`config.mk`:
```
export PLATFORM = sky130hd
export DESIGN_NAME = tbi_blend
export DESIGN_NICKNAME = d
export VERILOG_FILES = /design/src/tbi_pkg.sv /design/src/tbi_blend.sv
export SDC_FILE = /design/constraint.sdc
export NUM_CORES = 2
export LEC_CHECK = 0
export BUFFER_PORTS_ARGS = -buffer_cell sky130_fd_sc_hd__buf_2
export CAP_MARGIN = 10
export CORE_UTILIZATION = 30
export DETAILED_ROUTE_END_ITERATION = 12
export SLEW_MARGIN = 5
export SYNTH_ARGS = -nofsm -noshare
export SYNTH_HDL_FRONTEND = slang
export SYNTH_SLANG_ARGS = --single-unit
```
`constraint.sdc`:
```
create_clock -name clk -period 3.98 [get_ports clk]
set_input_delay 0.796 -clock clk [delete_from_list [all_inputs] [get_ports clk]]
set_output_delay 0.796 -clock clk [all_outputs]
set_load 0.005 [all_outputs]
```
`src/tbi_pkg.sv`:
```
`timescale 1ns / 1ps
`default_nettype none
// ----------------------------------------------------------------------------
// tbi_pkg
// Types, codes and sizes shared by the table bilinear interpolator modules.
// ----------------------------------------------------------------------------
package tbi_pkg;

    localparam int MAX_ROWS_DEF   = 64;
    localparam int MAX_POINTS_DEF = 4096;
    localparam int FRAC_BITS_DEF  = 24;

    localparam int Q2_W = 32;
    localparam int X_W  = 25;
    localparam int V_W  = 32;

    localparam logic [1:0] MODE_CLEAR = 2'd0;
    localparam logic [1:0] MODE_LOAD  = 2'd1;
    localparam logic [1:0] MODE_QUERY = 2'd2;
    localparam logic [1:0] MODE_NOP   = 2'd3;

    localparam logic [1:0] ST_OK      = 2'd0;
    localparam logic [1:0] ST_OUTSIDE = 2'd1;
    localparam logic [1:0] ST_FULL    = 2'd2;
    localparam logic [1:0] ST_ORDER   = 2'd3;

    typedef struct packed {
        logic [1:0]            mode;
        logic [Q2_W-1:0]       q2;
        logic [X_W-1:0]        x;
        logic signed [V_W-1:0] f1_in;
        logic signed [V_W-1:0] f2_in;
        logic signed [V_W-1:0] g1_in;
        logic signed [V_W-1:0] g2_in;
    } in_t;

    typedef struct packed {
        logic signed [V_W-1:0] f1_out;
        logic signed [V_W-1:0] f2_out;
        logic signed [V_W-1:0] g1_out;
        logic signed [V_W-1:0] g2_out;
        logic [1:0]            status;
    } out_t;

    typedef struct packed {
        logic            start;
        logic [Q2_W-1:0] num;
        logic [Q2_W-1:0] den;
    } div_req_t;

    typedef struct packed {
        logic                  start;
        logic signed [V_W-1:0] a;
        logic signed [V_W-1:0] b;
    } blend_req_t;

endpackage
`default_nettype wire

```
`src/tbi_blend.sv`:
```
`timescale 1ns / 1ps
`default_nettype none
// ----------------------------------------------------------------------------
// tbi_blend
// Two-stage linear blend a + round((b - a) * w / 2^FRAC_BITS), half up.
// ----------------------------------------------------------------------------
module tbi_blend
    import tbi_pkg::*;
#(
    parameter int FRAC_BITS = FRAC_BITS_DEF
)
(
    input  wire logic                  clk,
    input  wire logic                  rst_n,
    input  wire blend_req_t            req,
    input  wire logic [FRAC_BITS:0]    w,
    output logic signed [V_W-1:0]      res,
    output logic                       done
);

    localparam int PROD_W = V_W + 1 + FRAC_BITS + 2;
    localparam logic signed [PROD_W-1:0] HALF = PROD_W'(1) << (FRAC_BITS - 1);

    logic signed [V_W:0]          diff;
    logic signed [FRAC_BITS+1:0]  w_ext;
    logic signed [PROD_W-1:0]     prod;
    logic signed [PROD_W-1:0]     rounded;
    logic signed [PROD_W-1:0]     prod_reg;
    logic signed [V_W-1:0]        a_reg;
    logic signed [V_W-1:0]        res_reg, res_next;
    logic                         stage_reg;
    logic                         done_reg;

    assign diff    = {req.b[V_W-1], req.b} - {req.a[V_W-1], req.a};
    assign w_ext   = {1'b0, w};
    assign prod    = diff * w_ext;
    assign rounded = (prod_reg + HALF) >>> FRAC_BITS;
    // the blend is convex, so the low word already holds the exact sum
    assign res_next = a_reg + rounded[V_W-1:0];

    always_ff @(posedge clk or negedge rst_n)
    begin
        if (!rst_n)
        begin
            stage_reg <= 1'b0;
            done_reg  <= 1'b0;
        end
        else
        begin
            stage_reg <= req.start;
            done_reg  <= stage_reg;
        end
    end

    always_ff @(posedge clk)
    begin
        if (req.start)
        begin
            prod_reg <= prod;
            a_reg    <= req.a;
        end
        if (stage_reg)
        begin
            res_reg <= res_next;
        end
    end

    assign res  = res_reg;
    assign done = done_reg;

endmodule
`default_nettype wire
```
==> key figures <==
Critical path
  • Worst R2R Setup Slack: 0.08 ns
  • CP startpoint kind: primary input
  • Arrival @ worst endpoint: 9.30 ns
  • Worst Setup End Kind: register
  • Register-to-Register Path Depth: 18
  • Critical Path Stages: 41
  • Crit path buffers/inverters: 10
  • Top cell by count, worst path: fa_1
  • Crit Path Max Fanout: 6
  • Worst EP required: 4.10 ns
  • Crit Path Class: primary input to register
  • CP delay by family, top: adder cells
  • Max incr delay on CP: 0.52 ns
  • Slowest CP cell: fa_2

Routing
  • DRT iter0 DRCs: 1118
  • DR pass1 iterations: 5
  • Drt wl/cell: 16.8 um
  • Vias per cell: 4.54
  • DRC viols: 0
  • ANT nets after route: 0
  • Overall routed net length: 95.2 mm
  • Vias: 25600

Die
  • Die height: 341 um
  • IO Count: 125
  • Die area: 116000 um2
  • CORE AREA: 113000 um2
  • Starting density of the core: 30.4%
  • Rows: 123
  • Die width: 341 um

Global routing
  • Antenna violations before repair: 8
  • Pin count of the biggest net entering global routing: 67
  • Vias in the first global route: 28400
  • Total GRT Usage: 16.9%
  • First-pass GRT wire length: 154 mm
  • Total congestion overflow: 0

Clock network
  • Num Clock Sinks: 99
  • Clock Latency Late Sink: 0.36 ns
  • Inserted Clock Buffers: 9
  • Clock slew at reported path FFs: 0.07 ns
  • Maximum buffer depth of the clock tree: 2
  • Hold buffers post-CTS: 0
  • CTS root buf: clkbuf_16
  • H-tree depth: 3
  • CTS tree: built

Synth
  • Synth cell types: 64
  • Synth warn: 0
  • Fraction of registers with async set/reset: 2.02%
  • Yosys reg bits: 99
  • Post-synth EDFFs: 97
  • Cell Area, Synth: 34400 um2
  • Syn_nets: 4761
  • Top_reg_cell synth: edfxtp_1
  • Synth Instances: 3633
  • Synthesized area per cell: 9.46 um2
  • Register area share after synthesis: 8.62%

Timing
  • Slew margin rel.: 39.5%
  • Slew @ Worst Pin: 0.908 ns
  • Max Fclk: 0.109 GHz
  • Final count of negative-setup-slack endpoints: 33
  • Final hold vios: 0
  • Layout Skew: 0.00980 ns
  • RSZ-0062 raised after global routing: yes
  • Setup_tns: -161.01 ns
  • Tcrit/Tclk final: 231%
  • Final Max Tran Viols: 0
  • Post-route worst setup slack: -5.21 ns
  • Min cycle time layout: 9.19 ns

Final layout
  • Post-route cell area: 42900 um2
  • Max reg flops: 33
  • Area Overhead vs Synth: 24.9%
  • Post-layout util: 38.0%
  • Finished Layout Cells: 5651
  • Antenna Cells: 0
  • Final Net Count: 5274
  • Share of layout cells above drive strength 1: 22.4%

Placement
  • PortBufs: 124
  • Final GP Congestion: 0.908
  • Cells after DPL: 5586
  • Placed Area: 40800 um2
  • Post-DP HPWL: 81.3 mm

Run status
  • Failing checks: setup timing
  • Status: finished with violations

Worst hold path
  • Worst Hold Class: primary input to asynchronous set/reset pin

Job
  • Max Cap Viol: 0
==> worst paths after layout <==
check / start / end
worst max-delay path: req[0] / prod_reg[50]$_DFFE_PP_
worst max register to register: prod_reg[26]$_DFFE_PP_ / res[30]$_DFFE_PP_
worst min register to register: a_reg[0]$_DFFE_PP_ / res[0]$_DFFE_PP_
max in group asynchronous: rst_n / stage_reg$_DFF_PN0_
min in group clk: a_reg[0]$_DFFE_PP_ / res[0]$_DFFE_PP_
worst min-delay path: rst_n / done$_DFF_PN0_
==> per-stage QoR <==
| stage | hold slack, ns | setup slack [ns] |
|---|---|---|
| 3_3_place_gp | 0.583 | -5.84 |
| 2_1_floorplan | 0.500 | -4.92 |
| 3_5_place_dp | 0.576 | -6.03 |
| 6_report | 0.202 | -5.21 |
| 5_1_grt | 0.193 | -5.52 |
| 4_1_cts | 0.192 | -5.17 |
==> layout by cell type, fill, tap and decap left out, types with 7 or more instances in the layout <==
cell	count
nor2b_1	47
nor2_1	40
xor2_1	24
o21ai_0	14
xnor2_4	9
nand3_1	24
o21ai_2	14
nand2_2	8
and2_1	420
nand4_1	20
buf_6	36
and2_4	14
ha_4	31
fa_1	788
buf_12	38
o21ai_1	7
inv_2	22
xnor2_1	80
edfxtp_1	97
nand2b_1	23
fa_2	27
inv_1	877
a21o_1	55
o21a_1	9
buf_4	451
nand2_1	369
o21bai_1	11
ha_1	186
xnor2_2	20
a21oi_2	25
a21oi_1	54
buf_2	119
nor3_1	14
and3_1	25
clkbuf_16	10
nor2_2	9
==> worst register-to-register path, cell delays in order (launching register included) <==
cell and delay (ns):
edfxtp_1 0.37, and3_4 0.20, and2_4 0.15, nand4_1 0.25, nand2b_4 0.27, nor2_4 0.10, xor2_1 0.09, ha_2 0.35
o21ai_1 0.06, nand2b_1 0.12, nand4_1 0.22, nor3_4 0.22, o2bb2ai_4 0.15, o221ai_2 0.14, o21ai_2 0.25, a2111oi_4 0.13
o41ai_2 0.35, a21oi_1 0.12, xnor2_1 0.14
==> synthesized netlist by cell type (3+ instances only) <==
library cell,number,area share [%]
a2111oi_0,3,0.076
a211o_1,4,0.10
a211oi_1,5,0.11
a21o_1,55,1.2
a21oi_1,83,1.2
a221oi_1,3,0.076
and2_1,434,7.9
and3_1,27,0.49
and4_1,3,0.076
buf_2,9,0.13
clkbuf_1,138,1.5
edfxtp_1,97,8.5
fa_1,815,47
ha_1,221,8.0
inv_1,901,9.8
nand2_1,381,4.2
nand2b_1,25,0.45
nand3_1,32,0.47
nand4_1,20,0.36
nor2_1,54,0.59
nor2b_1,50,0.91
nor3_1,18,0.26
nor4_1,5,0.091
o2111ai_1,4,0.10
o21a_1,12,0.26
o21ai_0,26,0.38
o21ai_1,10,0.15
o21bai_1,11,0.24
o31a_1,3,0.076
or3_1,4,0.073
xnor2_1,108,2.8
xor2_1,31,0.79
==> layout make-up <==
| class | count | area [um2] |
|---|---|---|
| clock buffer | 10 | 229 |
| clock inverter | 6 | 75.1 |
| fill | 11300 | 70200 |
| inverter | 901 | 3400 |
| multi-input combinational | 2485 | 29100 |
| sequential | 99 | 2960 |
| tap | 1500 | 1880 |
| timing repair buffer | 650 | 5250 |
==> layer usage <==
layer | vias up | part of all wire (%) | track usage [%] | wire [um]
met5 | - | 0 | 0 | 0
met4 | 0 | 3.1 | 4.42 | 2950
met3 | 154 | 4.0 | 1.76 | 3800
met2 | 493 | 52 | 30.6 | 49200
met1 | 13300 | 41 | 21.2 | 39200
li1 | 11700 | - | - | -
==> what timing repair did <==
action | 4_1_cts | 5_1_grt
cloned | 0 | 1
endpoints found under the setup margin | 43 | 43
setup buffers | 35 | 21
pin swaps | 132 | 139
gates resized for setup | 147 | 152
==> cell families (layout without fill, tap and decap cells) <==
logic type      after synthesis  in the layout  synth area share, %
compound gates              246            246                 4.71
xor+xnor                    141            141                 3.65
fa+ha+maj                  1036           1036                 55.5
buf+inv                    1049           1567                 11.5
flops                        99             99                 8.62
mux                           1              1               0.0327
simple gates               1061           1061                 16.0
Power is left out: the tool's default activity adds up to more than one toggle a clock period on the data nets, which glitch-free logic cannot reach.
