## src/tbi_pkg.sv

```systemverilog
`timescale 1ns / 1ps
`default_nettype none
// ----------------------------------------------------------------------------
// tbi_pkg
// Types, codes and sizes shared by the table bilinear interpolator modules.
// ----------------------------------------------------------------------------
package tbi_pkg;

    localparam int MAX_ROWS_DEF   = 64;
    localparam int MAX_POINTS_DEF = 4096;
    localparam int FRAC_BITS_DEF  = 24;

    localparam int Q2_W = 32;
    localparam int X_W  = 25;
    localparam int V_W  = 32;

    localparam logic [1:0] MODE_CLEAR = 2'd0;
    localparam logic [1:0] MODE_LOAD  = 2'd1;
    localparam logic [1:0] MODE_QUERY = 2'd2;
    localparam logic [1:0] MODE_NOP   = 2'd3;

    localparam logic [1:0] ST_OK      = 2'd0;
    localparam logic [1:0] ST_OUTSIDE = 2'd1;
    localparam logic [1:0] ST_FULL    = 2'd2;
    localparam logic [1:0] ST_ORDER   = 2'd3;

    typedef struct packed {
        logic [1:0]            mode;
        logic [Q2_W-1:0]       q2;
        logic [X_W-1:0]        x;
        logic signed [V_W-1:0] f1_in;
        logic signed [V_W-1:0] f2_in;
        logic signed [V_W-1:0] g1_in;
        logic signed [V_W-1:0] g2_in;
    } in_t;

    typedef struct packed {
        logic signed [V_W-1:0] f1_out;
        logic signed [V_W-1:0] f2_out;
        logic signed [V_W-1:0] g1_out;
        logic signed [V_W-1:0] g2_out;
        logic [1:0]            status;
    } out_t;

    typedef struct packed {
        logic            start;
        logic [Q2_W-1:0] num;
        logic [Q2_W-1:0] den;
    } div_req_t;

    typedef struct packed {
        logic                  start;
        logic signed [V_W-1:0] a;
        logic signed [V_W-1:0] b;
    } blend_req_t;

endpackage
`default_nettype wire

```

## src/tbi_div.sv

```systemverilog
`timescale 1ns / 1ps
`default_nettype none
// ----------------------------------------------------------------------------
// tbi_div
// Radix-2 restoring divider for weights num * 2^FRAC_BITS / den, num <= den.
// ----------------------------------------------------------------------------
module tbi_div
    import tbi_pkg::*;
#(
    parameter int FRAC_BITS = FRAC_BITS_DEF
)
(
    input  wire logic             clk,
    input  wire logic             rst_n,
    input  wire div_req_t         req,
    output logic [FRAC_BITS:0]    quo,
    output logic                  done
);

    localparam int CNT_W = $clog2(FRAC_BITS + 1);

    logic             busy_reg, busy_next;
    logic             done_reg, done_next;
    logic [CNT_W-1:0] cnt_reg, cnt_next;
    logic [Q2_W-1:0]  rem_reg, rem_next;
    logic [Q2_W-1:0]  den_reg, den_next;
    logic [FRAC_BITS:0] quo_reg, quo_next;
    logic [Q2_W:0]    rem_shift;
    logic [Q2_W:0]    rem_sub;

    assign rem_shift = {rem_reg, 1'b0};
    assign rem_sub   = rem_shift - {1'b0, den_reg};

    always_comb
    begin
        busy_next = busy_reg;
        done_next = 1'b0;
        cnt_next  = cnt_reg;
        rem_next  = rem_reg;
        den_next  = den_reg;
        quo_next  = quo_reg;
        if (req.start)
        begin
            den_next  = req.den;
            cnt_next  = CNT_W'(FRAC_BITS);
            busy_next = 1'b1;
            // integer bit is set when num is at least den, which for a weight means num equals den
            if (req.num >= req.den)
            begin
                rem_next = req.num - req.den;
                quo_next = (FRAC_BITS+1)'(1);
            end
            else
            begin
                rem_next = req.num;
                quo_next = '0;
            end
        end
        else if (busy_reg)
        begin
            if (rem_shift >= {1'b0, den_reg})
            begin
                rem_next = rem_sub[Q2_W-1:0];
                quo_next = {quo_reg[FRAC_BITS-1:0], 1'b1};
            end
            else
            begin
                rem_next = rem_shift[Q2_W-1:0];
                quo_next = {quo_reg[FRAC_BITS-1:0], 1'b0};
            end
            cnt_next = cnt_reg - 1'b1;
            if (cnt_reg == CNT_W'(1))
            begin
                busy_next = 1'b0;
                done_next = 1'b1;
            end
        end
    end

    always_ff @(posedge clk or negedge rst_n)
    begin
        if (!rst_n)
        begin
            busy_reg <= 1'b0;
            done_reg <= 1'b0;
            cnt_reg  <= '0;
        end
        else
        begin
            busy_reg <= busy_next;
            done_reg <= done_next;
            cnt_reg  <= cnt_next;
        end
    end

    always_ff @(posedge clk)
    begin
        rem_reg <= rem_next;
        den_reg <= den_next;
        quo_reg <= quo_next;
    end

    assign quo  = quo_reg;
    assign done = done_reg;

endmodule
`default_nettype wire

```

## config.mk

```make
export PLATFORM = sky130hd
export DESIGN_NAME = tbi_div
export DESIGN_NICKNAME = d
export VERILOG_FILES = /design/src/tbi_pkg.sv /design/src/tbi_div.sv
export SDC_FILE = /design/constraint.sdc
export NUM_CORES = 1
export LEC_CHECK = 0
export BUFFER_PORTS_ARGS = -buffer_cell sky130_fd_sc_hd__buf_4
export CAP_MARGIN = 20
export CORE_ASPECT_RATIO = 1.5
export CORE_MARGIN = 2
export CORE_UTILIZATION = 30
export DETAILED_ROUTE_END_ITERATION = 6
export SLEW_MARGIN = 20
export SYNTH_ARGS = -nofsm -noshare
export SYNTH_HDL_FRONTEND = slang
export SYNTH_SLANG_ARGS = --single-unit
```

## constraint.sdc

```tcl
create_clock -name clk -period 5.6 [get_ports clk]
set_input_delay 0.56 -clock clk [delete_from_list [all_inputs] [get_ports clk]]
set_output_delay 0.56 -clock clk [all_outputs]
set_load 0.1 [all_outputs]
```

==> results.py <==
metrics = {
    "status": {
        "outcome": "complete, no violations",
    },
    "floorplanning": {
        "die_h_um": 203.3,
        "coreArea_mm2": 0.02631,
        "initial_core_util_pct": 30.20,
        "design.portCount": 93,
        "dieArea_mm2": 0.02782,
        "die_w_um": 136.9,
        "row_count": 73,
    },
    "synthesis": {
        "yosys.area_share.simple_pct": 15.77,
        "synth.most_common_cell": "a21oi_1",
        "muxShareOfSynthArea_pct": 1.969,
        "ys.flop_type": "edfxtp_1",
        "synth_xor_area_share_pct": 4.851,
        "ys_seq_area_share_pct": 35.85,
        "synth_area_leaders": "edfxtp_1 34%, ha_1 10%, a21oi_1 6.4%, inv_1 3.9%, xnor2_1 3.0%",
        "yosys.area_share.adder_pct": 10.90,
        "synth_compound_area_share_pct": 24.49,
        "synth_top_family_by_area": "compound AO/OA/AOI/OAI gates",
        "synth_area_mm2": 0.007944,
        "synth_nets": 1018,
        "ys_seq_elements": 96,
        "yosysWarnings": 0,
        "netlist.area_leader.share_pct": 33.64,
        "netlist_top_cells_count": "102 x a21oi_1, 89 x edfxtp_1, 83 x inv_1",
        "synth_edf_count": 89,
        "async_flop_share_pct": 7.292,
        "synth.distinct_cells": 77,
        "synthCells": 883,
        "avgSynthCellArea_um2": 8.996,
        "yosysTopAreaCell": "edfxtp_1",
    },
    "sta": {
        "fmax_mhz": 268.7,
        "post-route-min-period_ns": 3.722,
        "timing.slew.headroom_pct": 37.18,
        "max_slew.worst_pin.slew_ns": 0.9396,
        "hold_viol": 0,
        "finalCritPeriodShare_pct": 66.46,
        "report.final.setup_viol": 0,
        "fin_tns_setup_ns": 0,
        "report.final.slew_viol_count": 0,
        "grt_setup_unrepaired": "no",
        "clock-skew-final_ns": 0.01045,
    },
    "power_and_ir_drop": {
        "leakage_uw": 0.003998,
        "power_density_mw_per_mm2": 410.3,
        "total_power_uw": 3800,
        "vdd_drop_max_uv": 189.6,
    },
    "placement": {
        "placedCellCount": 1279,
        "dp_hpwl_um": 16390,
        "portBuffers": 92,
        "gp_congestion": 0.8783,
    },
    "clock_tree": {
        "cts_setup_buffers": 0,
        "clock_latency_ns": 0.37,
        "cts_buffers": 9,
        "ctsResizeCount": 0,
        "cts_tree": "done",
        "cts-hold-fix-buffers": 1,
        "cts-root-buf": "clkbuf_16",
        "clockBufferDepth": 2,
        "clkTransAtPathRegs_ns": 0.07,
        "cts.sinks": 96,
        "htree_levels": 3,
    },
    "worst_hold_path": {
        "min_path_type": "in -> reg",
        "hold_path_startpoint": "req[17]",
    },
    "cells_and_area": {
        "diodes": 0,
        "nets": 1089,
        "drive_gt1_share_pct": 14.39,
        "fin_util_pct": 35.21,
        "area_growth_pct": 16.59,
        "fin_cells": 1296,
    },
    "critical_path": {
        "reg2reg_to": "rem_reg[29]$_DFFE_PP_",
        "crit_path_start_kind": "flip-flop",
        "r2r_slack_ns": 1.88,
        "cp_cell_sequence": "ha_1 -> ha_1 -> nand4_1 -> nor4_1 -> a41oi_1 -> a21oi_1 -> a2111oi_2 -> o211ai_2 -> o21a_1 -> a221oi_1 -> nor3_2",
        "crit_start": "rem_reg[0]$_DFFE_PP_",
        "cpPeakStageDelay_ns": 0.59,
        "cpMostUsedCell": "ha_1",
        "crit_path_max_fanout": 15,
        "crit_slowest_cell": "o211ai_2",
        "r2r_start": "rem_reg[0]$_DFFE_PP_",
        "r2r_cells": 11,
        "worstSetupPathType": "reg -> reg",
        "end_kind": "flip-flop",
        "endpoint": "rem_reg[29]$_DFFE_PP_",
        "crit_arrival_ns": 3.83,
        "required_ns": 5.71,
    },
    "grt": {
        "first_global_vias": 6634,
        "grt_pass1_wl_um": 33130,
        "grt_remaining_overflow": 0,
        "antenna_found_initial": 0,
        "grt_use_total_pct": 15.24,
        "grt_max_degree": 84,
    },
    "drt": {
        "drt_pass1_iterations": 5,
        "drtIter0Drc": 281,
        "via_per_inst": 5.182,
        "finalWirelength_um": 20470,
        "drc": 0,
        "routedWlPerCell_um": 15.79,
        "vias": 6716,
        "drtAntennaViolNets": 0,
    },
    "run": {
        "maxCapViolations": 0,
    },
}
==> how the worst min path moves through the flow <==
| stage | endpoint | slack [ns] | depth (start not counted) |
|---|---|---|---|
| after CTS | den_reg[11]$_DFFE_PP_ | 0.35 | 1 |
| final | den_reg[17]$_DFFE_PP_ | 0.37 | 1 |
| after global placement | done$_DFF_PN0_ | 0.38 | 1 |
| after global routing | den_reg[16]$_DFFE_PP_ | 0.36 | 1 |
| after detailed placement | done$_DFF_PN0_ | 0.38 | 1 |
| after floorplan | busy_reg$_DFF_PN0_ | 0.26 | 0 |
==> final cells by class <==
type | count | area [µm²]
clock buffer | 10 | 229.0
sequential | 96 | 2848
tap | 337 | 421.7
inverter | 83 | 311.5
timing repair buffer | 98 | 738.2
clock inverter | 6 | 88.84
multi-input combinational | 666 | 4624
fill | 2792 | 17040
==> placed cells by master, fill, tap and decap left out, types with 9 or more instances in the layout <==
master     instances
a211oi_1          24
a21o_1            21
a21oi_1          102
buf_4             97
clkbuf_16          9
edfxtp_1          89
ha_1              66
inv_1             83
mux2i_1           10
nand2_1           59
nand2b_1          11
nand3_1           12
nand4_1           10
nor2_1            61
nor2b_1           33
nor3_1            20
o21a_1            18
o21ai_0           43
o21bai_1          10
o31ai_1            9
xnor2_1           27
xor2_1            17
==> through the flow <==
stage	instance area, µm²	hold slack (ns)	worst slack, ns
6_report	9261	0.3735	1.878
3_3_place_gp	8934	0.3792	1.599
3_5_place_dp	8934	0.3791	1.531
4_1_cts	9261	0.3482	1.818
5_1_grt	9261	0.3561	1.602
2_1_floorplan	7944	0.2644	2.525
==> routing by layer <==
metal | global-route usage (%) | up-vias | wire, µm
met3 | 2.212 | 51 | 711
met4 | 9.573 | 0 | 1068
met2 | 25.66 | 158 | 9988
li1 | - | 3387 | -
met1 | 18.00 | 3120 | 8699
met5 | 0 | - | 0
==> worst max-delay path: cells and delay by family, from the launching register on <==
family / cells / cell delay [ns]
adder cells (fa/ha/maj): 2 / 0.56
flip-flops: 1 / 0.42
AND/OR/NAND/NOR: 3 / 0.27
AO/OA/AOI/OAI: 6 / 2.22
==> logic make-up (layout without fill, tap and decap cells) <==
logic type / count (synthesis) / in the layout
muxes: 15 / 15
buffers and inverters: 121 / 197
and+or+nand+nor: 247 / 247
AOI/OAI and AO/OA: 292 / 292
DFF: 96 / 96
adders and majority gates: 68 / 68
xor gates and xnor gates: 44 / 44
==> where the power goes <==
group / switching [µW] / total (µW) / internal (µW)
logic: 1240 / 2070 / 835
registers: 83.5 / 1060 / 980
clock network: 273 / 666 / 393
No activity file was read; power rests on OpenSTA's default activity.
